$ cat src/rtl/core/wtqt_pkg.sv
`default_nettype none

package wtqt_pkg;

  // Fixed-point constants of the texture walk (texture units are Q8.16).
  localparam int unsigned OneRepeat = 65536;
  localparam int unsigned EpsFix    = 655;
  localparam int unsigned CntW      = 8;

  localparam logic [12:0] TexSizeReset = 13'd256;

  // Configuration register indexes.
  typedef enum logic [1:0] {
    REG_PRESENT = 2'd0,
    REG_TEX_W   = 2'd1,
    REG_TEX_H   = 2'd2
  } reg_idx_e;

  // How the back end handles a queued command.
  typedef enum logic {
    MODE_PLAIN = 1'b0,
    MODE_TILED = 1'b1
  } mode_e;

  typedef struct packed {
    logic signed [23:0] quad_x;
    logic signed [23:0] quad_y;
    logic        [22:0] quad_w;
    logic        [22:0] quad_h;
    logic signed [23:0] tex_u;
    logic signed [23:0] tex_v;
    logic        [22:0] tex_span_u;
    logic        [22:0] tex_span_v;
  } in_t;

  typedef struct packed {
    logic signed [23:0] scr_x0;
    logic signed [23:0] scr_y0;
    logic signed [23:0] scr_x1;
    logic signed [23:0] scr_y1;
    logic        [20:0] pix_x0;
    logic        [20:0] pix_y0;
    logic        [20:0] pix_x1;
    logic        [20:0] pix_y1;
    logic               last_tile;
    logic               truncated;
  } out_t;

  // One classified quad, as passed from the front end to the back end.
  typedef struct packed {
    mode_e              mode;
    logic signed [23:0] qx;
    logic signed [23:0] qy;
    logic        [22:0] qw;
    logic        [22:0] qh;
    logic        [22:0] ox;
    logic        [22:0] oy;
    logic        [22:0] su;
    logic        [22:0] sv;
    logic [CntW-1:0]    ny;
    logic [CntW-1:0]    n;
    logic               trunc;
  } cmd_t;

  // Size of the cell that starts at p on an axis that ends at e (p < e).
  function automatic logic [16:0] cell_size(input logic [23:0] p, input logic [23:0] e);
    logic [25:0] t;
    logic [25:0] c;
    logic [25:0] s;
    t = {2'b00, p} + 26'(EpsFix + OneRepeat - 1);
    c = {t[25:16], 16'h0000};
    s = c - {2'b00, p};
    if (s > 26'(OneRepeat)) begin
      s = 26'(OneRepeat);
    end
    if (({2'b00, p} + s) > {2'b00, e}) begin
      s = {2'b00, e} - {2'b00, p};
    end
    return s[16:0];
  endfunction

  // Number of cells on one axis, from its origin and span.
  function automatic logic [CntW-1:0] axis_count(input logic [22:0] o,
                                                 input logic [22:0] span);
    logic [23:0] e;
    logic [16:0] s0;
    logic [22:0] rest;
    logic [23:0] t;
    e    = {1'b0, o} + {1'b0, span};
    s0   = cell_size({1'b0, o}, e);
    rest = span - {6'b0, s0};
    t    = {1'b0, rest} + 24'(OneRepeat - 1);
    if (span == 23'd0) begin
      return '0;
    end else if ({1'b0, span} <= {7'b0, s0}) begin
      return CntW'(1);
    end else begin
      return CntW'(t[23:16]) + CntW'(1);
    end
  endfunction

  // Clamp a screen coordinate to the signed 24-bit range.
  function automatic logic signed [23:0] sat_scr(input logic signed [24:0] v);
    if (v > 25'sd8388607) begin
      return 24'sh7FFFFF;
    end else if (v < -25'sd8388608) begin
      return 24'sh800000;
    end else begin
      return v[23:0];
    end
  endfunction

  // Texture pixel coordinate of a Q1.16 position, saturated to 21 bits.
  function automatic logic [20:0] pix_scale(input logic [16:0] f, input logic [12:0] size);
    logic [29:0] prod;
    prod = {13'b0, f} * {17'b0, size};
    if (prod[29] == 1'b1) begin
      return 21'h1FFFFF;
    end else begin
      return prod[28:8];
    end
  endfunction

endpackage

`default_nettype wire

$ cat src/rtl/core/wtqt_fifo.sv
`default_nettype none

module wtqt_fifo (
  input  logic            clk_i,
  input  logic            rst_ni,
  input  logic            push_valid_i,
  output logic            push_ready_o,
  input  wtqt_pkg::cmd_t  push_cmd_i,
  output logic            pop_valid_o,
  input  logic            pop_ready_i,
  output wtqt_pkg::cmd_t  pop_cmd_o
);
  import wtqt_pkg::*;

  cmd_t       mem_q [2];
  logic       wr_ptr_q, wr_ptr_d;
  logic       rd_ptr_q, rd_ptr_d;
  logic [1:0] cnt_q, cnt_d;
  logic       push, pop;

  assign push_ready_o = (cnt_q != 2'd2);
  assign pop_valid_o  = (cnt_q != 2'd0);
  assign pop_cmd_o    = mem_q[rd_ptr_q];
  assign push         = push_valid_i && push_ready_o;
  assign pop          = pop_valid_o && pop_ready_i;

  // Pointer and fill bookkeeping.
  always_comb begin
    wr_ptr_d = push ? !wr_ptr_q : wr_ptr_q;
    rd_ptr_d = pop ? !rd_ptr_q : rd_ptr_q;
    cnt_d    = cnt_q + {1'b0, push} - {1'b0, pop};
  end

  always_ff @(posedge clk_i or negedge rst_ni) begin
    if (!rst_ni) begin
      wr_ptr_q <= 1'b0;
      rd_ptr_q <= 1'b0;
      cnt_q    <= 2'd0;
    end else begin
      wr_ptr_q <= wr_ptr_d;
      rd_ptr_q <= rd_ptr_d;
      cnt_q    <= cnt_d;
    end
  end

  always_ff @(posedge clk_i) begin
    if (push) begin
      mem_q[wr_ptr_q] <= push_cmd_i;
    end
  end

endmodule

`default_nettype wire

$ cat config.mk
export PLATFORM = sky130hd
export DESIGN_NAME = wtqt_fifo
export DESIGN_NICKNAME = d
export VERILOG_FILES = /design/src/rtl/core/wtqt_pkg.sv /design/src/rtl/core/wtqt_fifo.sv
export SDC_FILE = /design/constraint.sdc
export NUM_CORES = 1
export LEC_CHECK = 0
export BUFFER_PORTS_ARGS = -buffer_cell sky130_fd_sc_hd__buf_2
export CAP_MARGIN = 20
export CORE_UTILIZATION = 38
export CTS_CLUSTER_DIAMETER = 80
export DETAILED_ROUTE_END_ITERATION = 6
export GPL_ROUTABILITY_DRIVEN = 0
export PLACE_DENSITY_LB_ADDON = 0.08
export REMOVE_ABC_BUFFERS = 1
export SLEW_MARGIN = 40
export SYNTH_ARGS = -nofsm -noshare
export SYNTH_HDL_FRONTEND = slang
export SYNTH_SLANG_ARGS = --single-unit
export TNS_END_PERCENT = 20
$ cat constraint.sdc
create_clock -name clk_i -period 9 [get_ports clk_i]
set_input_delay 1.35 -clock clk_i [delete_from_list [all_inputs] [get_ports clk_i]]
set_output_delay 1.35 -clock clk_i [all_outputs]
set_load 0.05 [all_outputs]
==> results.json <==
{
  "clkSinkCount": 412,
  "routed_wl_um": 32960,
  "crit_chain": "buf_12 -> buf_16 -> mux2_2 -> buf_2",
  "fin_ws_ns": 4.676,
  "synth_area_um2": 15560,
  "antenna_found_initial": 10,
  "dr.max_layer_used": "met5",
  "multi_input_area_um2": 2994,
  "nNetsFinal": 1313,
  "clock.fmax_mhz": 231.3,
  "grt_pass1_wl_um": 46910,
  "num_vias": 7690,
  "insertion_delay_ns": 0.56,
  "grtUsageTotal": 0.1534,
  "worst_slew_pin_slew_ns": 0.7674,
  "cts_tree": "yes",
  "crit_path_top_delay_cell": "dfrtp_4",
  "gr-total-overflow": 0,
  "rsz0062_at_grt": "no",
  "post_cts_buffers": 0,
  "areaGrowthSynthToFinish_pct": 26.29,
  "ant_nets": 0,
  "place_area_um2": 18200,
  "clk_pin_slew_worst_paths_ns": 0.05,
  "post-dp-hpwl_um": 22080,
  "core_area_um2": 40100,
  "worstSetupPathType": "reg -> out",
  "cts_buffer_depth": 3,
  "register_area_um2": 12360,
  "syn_avg_cell_area_um2": 23.69,
  "yosysWarnings": 0,
  "die_h_um": 204.4,
  "fillers": 3407,
  "drt_iter0_drc": 346,
  "clock_skew_ns": 0.01283,
  "route.detailed.wl_per_inst_um": 19.82,
  "dr_wl_met3_um": 3407,
  "dr_wl_met2_um": 16010,
  "p_leak_nw": 7.725,
  "synthDistinctLibCells": 19,
  "wl_met1_um": 12780,
  "grt_start_max_net_pins": 110,
  "ys_seq_area_frac": 0.7938,
  "critical_path_arrival_ns": 2.97,
  "ir_drop_mv": 0.2200,
  "status": "completed",
  "crit_fanout": 77,
  "finalHoldWorstSlack_ns": 0.5673,
  "setup-violations-final": 0,
  "crit_buf_inv": 3,
  "critPathMaxStageDelay_ns": 0.90,
  "power_density_nw_per_um2": 398.8,
  "end_kind": "output port",
  "finalHoldViolations": 0,
  "finalMaxSlewViolations": 0,
  "post-route-util": 0.4901,
  "grt_pass1_vias": 7837,
  "design_area_um2": 19650,
  "slew_headroom": 0.4884,
  "postCtsHoldBufs": 0,
  "cts_made_buffers": 44,
  "avgViaCountPerCell": 4.624,
  "layout_min_cycle_time_ns": 4.324,
  "hold_class": "reg -> reg",
  "drc": 0,
  "h-tree-depth": 2,
  "required_ns": 7.65,
  "initial_utilization": 0.3881,
  "io_pins": 414,
  "row_count": 73,
  "yosys_register_bits": 412,
  "first_pass_iters": 5,
  "io_buffers": 413,
  "startpoint_type": "flop",
  "synth_cells": 657,
  "pre_cts_ws_ns": 5.288,
  "drv_cap": 0,
  "cts-root-buf": "clkbuf_16",
  "cts_resized": 0,
  "worst_path_dominant_cell_family": "buffers and inverters",
  "die_w_um": 204.4,
  "period_share": 0.4805,
  "final.setup.tns_ns": 0,
  "dieArea_um2": 41760,
  "drive_gt1_frac": 0.6111
}
-- stage by stage --
stage	cells	total power, mW
floorplan	634	5.788
global placement	1580	6.127
detailed placement	1582	6.143
CTS	1658	7.942
global route	1661	8.161
finish	1663	7.837
-- logic make-up (layout without fill, tap and decap cells) --
family | Yosys count | count (layout) | synth area share
compound gates | 3 | 3 | 0.001528
fa+ha+maj | 1 | 1 | 0.0008039
flops | 412 | 412 | 0.7938
mux | 204 | 204 | 0.1838
simple gates | 11 | 11 | 0.003780
other cells | 0 | 4 | 0
buf+inv | 23 | 500 | 0.01463
xor+xnor | 3 | 3 | 0.001689
-- per-layer routing --
layer | vias to the layer above | track usage
met5 | - | 0
met3 | 58 | 0.06904
met4 | 10 | 0.05570
li1 | 3532 | -
met2 | 281 | 0.2488
met1 | 3809 | 0.1786
-- power by group --
part           switching [mW]  internal, mW
Sequential              0.151          2.62
Clock                   0.690          1.08
Combinational            2.30         0.994
-- final timing paths --
check / startpoint / to / slack (ns) / cells past startpoint
max in group asynchronous: rst_ni / rd_ptr_q / 8.25 / 1
max reg2reg: cnt_q[0] / mem_q[0][127] / 6.41 / 5
max: rd_ptr_q / pop_cmd_o[18] / 4.68 / 4
min reg2reg: wr_ptr_q / wr_ptr_q / 0.57 / 1
min: wr_ptr_q / wr_ptr_q / 0.57 / 1
min in group asynchronous: rst_ni / cnt_q[0] / 0.61 / 1
-- area by class of cell --
| type | instances | area share |
|---|---|---|
| Sequential cell | 412 | 0.6287 |
| Multi-Input combinational cell | 222 | 0.1524 |
| Timing Repair Buffer | 424 | 0.1131 |
| Clock buffer | 55 | 0.05921 |
| Tap cell | 525 | 0.03342 |
| Clock inverter | 21 | 0.01273 |
| Antenna cell | 4 | 0.0005093 |
-- synth_stat cells --
| library cell | n | area share |
|---|---|---|
| mux2_2 | 54 | 0.039 |
| ha_1 | 1 | 0.00080 |
| nor2_1 | 3 | 0.00072 |
| nand3_1 | 1 | 0.00032 |
| or2_2 | 1 | 0.00040 |
| and3_1 | 1 | 0.00040 |
| a311oi_1 | 1 | 0.00056 |
| xnor2_1 | 3 | 0.0017 |
| buf_6 | 18 | 0.013 |
| o21ai_0 | 1 | 0.00032 |
| nand2_1 | 2 | 0.00048 |
| edfxtp_1 | 408 | 0.79 |
| nor2b_1 | 1 | 0.00040 |
| nand2b_1 | 1 | 0.00040 |
| dfrtp_1 | 4 | 0.0064 |
| mux2_4 | 150 | 0.14 |
| o21ba_2 | 1 | 0.00064 |
| buf_2 | 5 | 0.0016 |
| nor4bb_1 | 1 | 0.00064 |
-- placed cells by master (no fill, tap or decap), types with 2 or more instances in the layout --
master     synthesis  final
clkinv_2           0      8
xnor2_1            3      3
nand2_1            2      2
dfrtp_1            4      3
buf_12             0      3
mux2_4           150    150
buf_6             18      4
buf_4              0      3
diode_2            0      4
buf_2              5    413
clkinv_1           0      6
bufinv_16          0      6
clkbuf_16          0     45
mux2_2            54     54
edfxtp_1         408    408
clkbuf_1           0     10
nor2_1             3      2
-- registers in the layout, indices dropped and copies added (netlist names) --
signal,cells
cnt_q,2
mem_q,408
rd_ptr_q,1
wr_ptr_q,1
-- worst register-to-register path: cells and delay by family (launching register included) --
kind	cells	cell delay (ns)
buffers and inverters	2	1.25
DFF	1	0.44
and+or+nand+nor	3	0.47
No activity file was read; power rests on OpenSTA's default activity.
