**src/rtl/core/wtqt_pkg.sv**
```systemverilog
`default_nettype none

package wtqt_pkg;

  // Fixed-point constants of the texture walk (texture units are Q8.16).
  localparam int unsigned OneRepeat = 65536;
  localparam int unsigned EpsFix    = 655;
  localparam int unsigned CntW      = 8;

  localparam logic [12:0] TexSizeReset = 13'd256;

  // Configuration register indexes.
  typedef enum logic [1:0] {
    REG_PRESENT = 2'd0,
    REG_TEX_W   = 2'd1,
    REG_TEX_H   = 2'd2
  } reg_idx_e;

  // How the back end handles a queued command.
  typedef enum logic {
    MODE_PLAIN = 1'b0,
    MODE_TILED = 1'b1
  } mode_e;

  typedef struct packed {
    logic signed [23:0] quad_x;
    logic signed [23:0] quad_y;
    logic        [22:0] quad_w;
    logic        [22:0] quad_h;
    logic signed [23:0] tex_u;
    logic signed [23:0] tex_v;
    logic        [22:0] tex_span_u;
    logic        [22:0] tex_span_v;
  } in_t;

  typedef struct packed {
    logic signed [23:0] scr_x0;
    logic signed [23:0] scr_y0;
    logic signed [23:0] scr_x1;
    logic signed [23:0] scr_y1;
    logic        [20:0] pix_x0;
    logic        [20:0] pix_y0;
    logic        [20:0] pix_x1;
    logic        [20:0] pix_y1;
    logic               last_tile;
    logic               truncated;
  } out_t;

  // One classified quad, as passed from the front end to the back end.
  typedef struct packed {
    mode_e              mode;
    logic signed [23:0] qx;
    logic signed [23:0] qy;
    logic        [22:0] qw;
    logic        [22:0] qh;
    logic        [22:0] ox;
    logic        [22:0] oy;
    logic        [22:0] su;
    logic        [22:0] sv;
    logic [CntW-1:0]    ny;
    logic [CntW-1:0]    n;
    logic               trunc;
  } cmd_t;

  // Size of the cell that starts at p on an axis that ends at e (p < e).
  function automatic logic [16:0] cell_size(input logic [23:0] p, input logic [23:0] e);
    logic [25:0] t;
    logic [25:0] c;
    logic [25:0] s;
    t = {2'b00, p} + 26'(EpsFix + OneRepeat - 1);
    c = {t[25:16], 16'h0000};
    s = c - {2'b00, p};
    if (s > 26'(OneRepeat)) begin
      s = 26'(OneRepeat);
    end
    if (({2'b00, p} + s) > {2'b00, e}) begin
      s = {2'b00, e} - {2'b00, p};
    end
    return s[16:0];
  endfunction

  // Number of cells on one axis, from its origin and span.
  function automatic logic [CntW-1:0] axis_count(input logic [22:0] o,
                                                 input logic [22:0] span);
    logic [23:0] e;
    logic [16:0] s0;
    logic [22:0] rest;
    logic [23:0] t;
    e    = {1'b0, o} + {1'b0, span};
    s0   = cell_size({1'b0, o}, e);
    rest = span - {6'b0, s0};
    t    = {1'b0, rest} + 24'(OneRepeat - 1);
    if (span == 23'd0) begin
      return '0;
    end else if ({1'b0, span} <= {7'b0, s0}) begin
      return CntW'(1);
    end else begin
      return CntW'(t[23:16]) + CntW'(1);
    end
  endfunction

  // Clamp a screen coordinate to the signed 24-bit range.
  function automatic logic signed [23:0] sat_scr(input logic signed [24:0] v);
    if (v > 25'sd8388607) begin
      return 24'sh7FFFFF;
    end else if (v < -25'sd8388608) begin
      return 24'sh800000;
    end else begin
      return v[23:0];
    end
  endfunction

  // Texture pixel coordinate of a Q1.16 position, saturated to 21 bits.
  function automatic logic [20:0] pix_scale(input logic [16:0] f, input logic [12:0] size);
    logic [29:0] prod;
    prod = {13'b0, f} * {17'b0, size};
    if (prod[29] == 1'b1) begin
      return 21'h1FFFFF;
    end else begin
      return prod[28:8];
    end
  endfunction

endpackage

`default_nettype wire

```
**src/rtl/core/wtqt_in_if.sv**
```systemverilog
`default_nettype none

interface wtqt_in_if;
  import wtqt_pkg::*;

  logic valid;
  logic ready;
  in_t  data;

  modport source (output valid, output data, input ready);
  modport sink   (input valid, input data, output ready);
endinterface

`default_nettype wire

```
**src/rtl/core/wtqt_front.sv**
```systemverilog
`default_nettype none

module wtqt_front #(
  parameter int unsigned MAX_TILES = 64
) (
  input  logic            clk_i,
  input  logic            rst_ni,
  input  logic            present_i,
  wtqt_in_if.sink         in_i,
  output logic            push_valid_o,
  input  logic            push_ready_i,
  output wtqt_pkg::cmd_t  push_cmd_o
);
  import wtqt_pkg::*;

  typedef enum logic [2:0] {
    F_IDLE  = 3'b001,
    F_COUNT = 3'b010,
    F_PUSH  = 3'b100
  } front_state_e;

  front_state_e    state_q, state_d;
  in_t             in_q, in_d;
  logic            plain_q, plain_d;
  logic [CntW-1:0] nx_q, nx_d;
  logic [CntW-1:0] ny_q, ny_d;

  logic [22:0]     ox, oy;
  logic [15:0]     n_raw;
  logic            trunc;

  assign in_i.ready = (state_q == F_IDLE);

  // A negative origin keeps only its fraction.
  assign ox = in_q.tex_u[23] ? {7'b0, in_q.tex_u[15:0]} : in_q.tex_u[22:0];
  assign oy = in_q.tex_v[23] ? {7'b0, in_q.tex_v[15:0]} : in_q.tex_v[22:0];

  // Cell total and the tile limit.
  assign n_raw = {8'b0, nx_q} * {8'b0, ny_q};
  assign trunc = n_raw > 16'(MAX_TILES);

  assign push_valid_o = (state_q == F_PUSH) && (plain_q || (n_raw != 16'd0));

  always_comb begin
    push_cmd_o.mode  = plain_q ? MODE_PLAIN : MODE_TILED;
    push_cmd_o.qx    = in_q.quad_x;
    push_cmd_o.qy    = in_q.quad_y;
    push_cmd_o.qw    = in_q.quad_w;
    push_cmd_o.qh    = in_q.quad_h;
    push_cmd_o.ox    = ox;
    push_cmd_o.oy    = oy;
    push_cmd_o.su    = in_q.tex_span_u;
    push_cmd_o.sv    = in_q.tex_span_v;
    push_cmd_o.ny    = plain_q ? CntW'(1) : ny_q;
    push_cmd_o.n     = plain_q ? CntW'(1) : (trunc ? CntW'(MAX_TILES) : n_raw[CntW-1:0]);
    push_cmd_o.trunc = plain_q ? 1'b0 : trunc;
  end

  // Accept, count cells if textured, then queue it unless it has no cells.
  always_comb begin
    state_d = state_q;
    in_d    = in_q;
    plain_d = plain_q;
    nx_d    = nx_q;
    ny_d    = ny_q;
    case (state_q)
      F_IDLE: begin
        if (in_i.valid) begin
          in_d    = in_i.data;
          plain_d = !present_i;
          state_d = present_i ? F_COUNT : F_PUSH;
        end
      end
      F_COUNT: begin
        nx_d    = axis_count(ox, in_q.tex_span_u);
        ny_d    = axis_count(oy, in_q.tex_span_v);
        state_d = F_PUSH;
      end
      F_PUSH: begin
        if (!push_valid_o || push_ready_i) begin
          state_d = F_IDLE;
        end
      end
      default: state_d = F_IDLE;
    endcase
  end

  always_ff @(posedge clk_i or negedge rst_ni) begin
    if (!rst_ni) begin
      state_q <= F_IDLE;
    end else begin
      state_q <= state_d;
    end
  end

  always_ff @(posedge clk_i) begin
    in_q    <= in_d;
    plain_q <= plain_d;
    nx_q    <= nx_d;
    ny_q    <= ny_d;
  end

endmodule

`default_nettype wire

```
**src/flat_wrapper.sv**
```systemverilog
// flat-port wrapper written by rule: the top's interface ports become plain ports
module wtqt_front_flat import wtqt_pkg::*;
#(
  parameter int unsigned MAX_TILES = 64
)
  (clk_i, rst_ni, present_i, push_valid_o, push_ready_i, push_cmd_o, in_i_valid, in_i_data, in_i_ready);
  wtqt_in_if in_i_i ();
  input  logic clk_i;
  input  logic rst_ni;
  input  logic present_i;
  output logic push_valid_o;
  input  logic push_ready_i;
  output wtqt_pkg::cmd_t push_cmd_o;
  input wire logic [$bits(in_i_i.valid)-1:0] in_i_valid;
  input wire logic [$bits(in_i_i.data)-1:0] in_i_data;
  output wire logic [$bits(in_i_i.ready)-1:0] in_i_ready;
  assign in_i_i.valid = in_i_valid;
  assign in_i_i.data = in_i_data;
  assign in_i_ready = in_i_i.ready;
  wtqt_front #(.MAX_TILES(MAX_TILES)) u_core (.clk_i(clk_i), .rst_ni(rst_ni), .present_i(present_i), .in_i(in_i_i), .push_valid_o(push_valid_o), .push_ready_i(push_ready_i), .push_cmd_o(push_cmd_o));
endmodule
```
**config.mk**
```make
export PLATFORM = sky130hd
export DESIGN_NAME = wtqt_front_flat
export DESIGN_NICKNAME = d
export VERILOG_FILES = /design/src/rtl/core/wtqt_pkg.sv /design/src/rtl/core/wtqt_in_if.sv /design/src/rtl/core/wtqt_front.sv /design/src/flat_wrapper.sv
export SDC_FILE = /design/constraint.sdc
export NUM_CORES = 1
export LEC_CHECK = 0
export ABC_AREA = 1
export BUFFER_PORTS_ARGS = -buffer_cell sky130_fd_sc_hd__buf_2
export CAP_MARGIN = 20
export CORE_MARGIN = 4
export CORE_UTILIZATION = 29
export DETAILED_ROUTE_END_ITERATION = 7
export MAX_ROUTING_LAYER = met4
export SLEW_MARGIN = 20
export SYNTH_ARGS = -nofsm -noshare
export SYNTH_HDL_FRONTEND = slang
export SYNTH_SLANG_ARGS = --single-unit
```
**constraint.sdc**
```tcl
create_clock -name clk_i -period 11.3 [get_ports clk_i]
set_clock_uncertainty 0.1 [all_clocks]
set_input_delay 2.26 -clock clk_i [delete_from_list [all_inputs] [get_ports clk_i]]
set_output_delay 2.26 -clock clk_i [all_outputs]
set_load 0.05 [all_outputs]
```
==> metrics.cfg <==
[min_path]
worstHoldStart=u_core.state_q[1]$_DFFE_PN0P_
hold_path_end=u_core.state_q[1]$_DFFE_PN0P_
min_path_type=register to register
holdPathStages=3

[worst_setup_path]
r2r_end=u_core.ny_q[6]$_SDFFCE_PP0P_
startpoint=u_core.in_q[53]$_DFFE_PP_
cp_slowest_cell=edfxtp_1
start_kind=register
critPathKind=register to register
slowest_delay_ps=540
worstRegToRegCells=61
r2r-start=u_core.in_q[53]$_DFFE_PP_
crit_required_ps=11520
path_common_cell=nand2_1
cp_data_arrival_time_ps=10440
crit_family=simple AND/OR/NAND/NOR gates
path_buf_inv=8
cp_max_fo=17
cp-end-kind=register
reg2reg_setup_slack_ps=1070

[timing]
finalSetupTns_ps=0
fin_ws_ps=1070
max_clock_freq_mhz=97.8
slew_viol_final=0
tightest_slew_ps=987
timing.slew.headroom_pct=34.2
rsz0062_at_grt=false
period_needed_ps=10230
finalSetupViolCount=0
post-route-period-util_pct=90.5
final-hold-violation-count=0

[clocking]
clk_pin_slew_ps=60
ctsRootBufferMaster=clkbuf_16
post_cts_buffers=0
ctsHtreeMaxLevel=1
cts_buffers=28
cts_tree=done
ctsResizeCount=0
clock_latency_ps=600
clkSinkCount=208
cts_max_path_buffers=3
ctsHoldBuffers=0

[global_routing]
antenna_found_initial=7
grt_pass1_vias=20400
grt_use_total_pct=17.0
grt_first_pass_wirelength_um=112000
grt_overflow=0
grt_max_degree=67

[power_and_ir_drop]
p_total_w=0.00862
power_leakage_nw=13.1
power_density_nw_per_um2=331
peakVddDrop_v=0.000166

[place]
place_hpwl_um=60800
io_buffers=397
finalWeightedCongestion=0.932
dp_slack_ps=827

[yosys]
avgSynthCellArea_um2=7.41
synth_flop_cell=edfxtp_1
synthMuxAreaShare_pct=0
synthXorXnorAreaFrac_pct=6.07
synth_top_family_by_area=simple AND/OR/NAND/NOR gates
synth_top_area_share_pct=26.6
synthArstFlopShare_pct=1.44
synthSimpleGateAreaFrac_pct=27.0
synth_compound_area_share_pct=9.64
synth_top_cells_by_area=edfxtp_1 27%, ha_1 12%, nand2_1 11%
synth_cells=3128
synth_common_cells=708 x nand2_1, 459 x inv_1, 279 x nor2_1, 231 x ha_1, 205 x edfxtp_1
synth_cell_type_count=62
yosys.cell_count.top_type=nand2_1
netlist_area_um2=23200
synth-warning-count=0
ys_seq_elements=208
synth_largest_area_cell=edfxtp_1
synth_edf_count=205
synth-adder-area-share_pct=16.1
seq_area_frac_synth_pct=26.9

[floorplanning]
ios=399
start_util_pct=29.3
core_area_um2=79100
rows=103
die_area_um2=84500
die_w_um=291
die_height_um=291

[job]
cap_violations=0

[finish]
final_nets=3832
syn2layout_area_growth_pct=12.4
multi_input_area_um2=13700
seqCellArea_um2=6230
n_fill_cell=8530
drive_gt1_share_pct=17.5
post-route-util_pct=32.9

[drt]
drc_errors=0
vias_per_cell=4.66
drtPass1Iterations=5
drt-initial-drc-count=1260
drt_wl_total_um=72200
ant_nets=0
num_vias=20700
wl_per_cell_um=16.3

[run_status]
status=completed

cell usage in the layout, fill, tap and decap left out, types with 11 or more instances in the layout:
cell and count:
a21oi_1 192, a31oi_1 12, buf_2 397, buf_4 12, clkbuf_16 28, conb_1 13, edfxtp_1 205, fa_1 42
ha_1 231, inv_1 459, inv_2 13, nand2_1 707, nand2_2 40, nand3_1 159, nand3b_1 11, nand4_1 55
nor2_1 277, nor2_2 24, nor2_4 13, nor3_1 43, nor4_1 21, o21ai_0 110, o21bai_1 12, or2_2 12
xnor2_1 53, xor2_1 104
cell families (layout without fill, tap and decap cells):
kind of cell             after synthesis  in the layout
AO/OA/AOI/OAI                        398            398
other                                  1             15
XOR/XNOR                             159            159
flip-flops                           208            208
buffers and inverters                689            937
AND/OR/NAND/NOR                     1400           1400
adder cells (fa/ha/maj)              273            273
worst min-delay path: stages, from the launching register on:
cell and delay [ps]:
dfrtp_1 340, nor3_1 60, inv_1 160, nor3_1 70
sequential cells by signal, indices dropped and copies added (netlist names):
name / cells
u_core.state_q: 3
u_core.ny_q: 8
u_core.plain_q: 1
u_core.push_cmd_o: 140
u_core.in_q: 48
u_core.nx_q: 8
cell type report:
| class | instances | share of cell area (%) |
|---|---|---|
| antenna | 2 | 0.0192 |
| clock buffer | 35 | 2.79 |
| clock inverter | 17 | 0.788 |
| inverter | 476 | 6.87 |
| multi-input combinational | 2243 | 52.6 |
| sequential | 208 | 23.9 |
| tap | 1050 | 5.04 |
| timing repair buffer | 409 | 7.97 |
power breakdown:
group / total [W] / internal (W) / switching (W) / leakage [nW]
clock: 0.000907 / 0.000531 / 0.000376 / 0.449
combinational: 0.00637 / 0.00222 / 0.00415 / 10.7
sequential: 0.00134 / 0.00113 / 0.000207 / 1.95
total: 0.00862 / 0.00388 / 0.00473 / 13.1
through the flow:
stage	hold slack, ps	instances	instance area, µm²
after floorplan	547	3140	23200
after global placement	555	4386	25100
after detailed placement	557	4386	25100
after CTS	566	4438	26000
after global routing	603	4440	26000
final	564	4440	26000
worst max-delay path by stage:
stage                                   endpoint  slack, ps  depth (start not counted)
floorplan              u_core.in_q[46]$_DFFE_PP_        370                          2
global placement    u_core.ny_q[6]$_SDFFCE_PP0P_        830                         58
CTS                 u_core.ny_q[6]$_SDFFCE_PP0P_        780                         61
finish              u_core.ny_q[6]$_SDFFCE_PP0P_       1070                         61
detailed placement  u_core.ny_q[6]$_SDFFCE_PP0P_        830                         61
global route        u_core.ny_q[6]$_SDFFCE_PP0P_        0.7                         60
routing by layer:
| layer | share of wire, % | track usage (%) |
|---|---|---|
| met1 | 44 | 21.5 |
| met3 | 5.7 | 2.55 |
| met4 | 2.7 | 4.08 |
| met2 | 47 | 28.5 |
| met5 | 0 | - |
(Power assumes the default switching activity.)
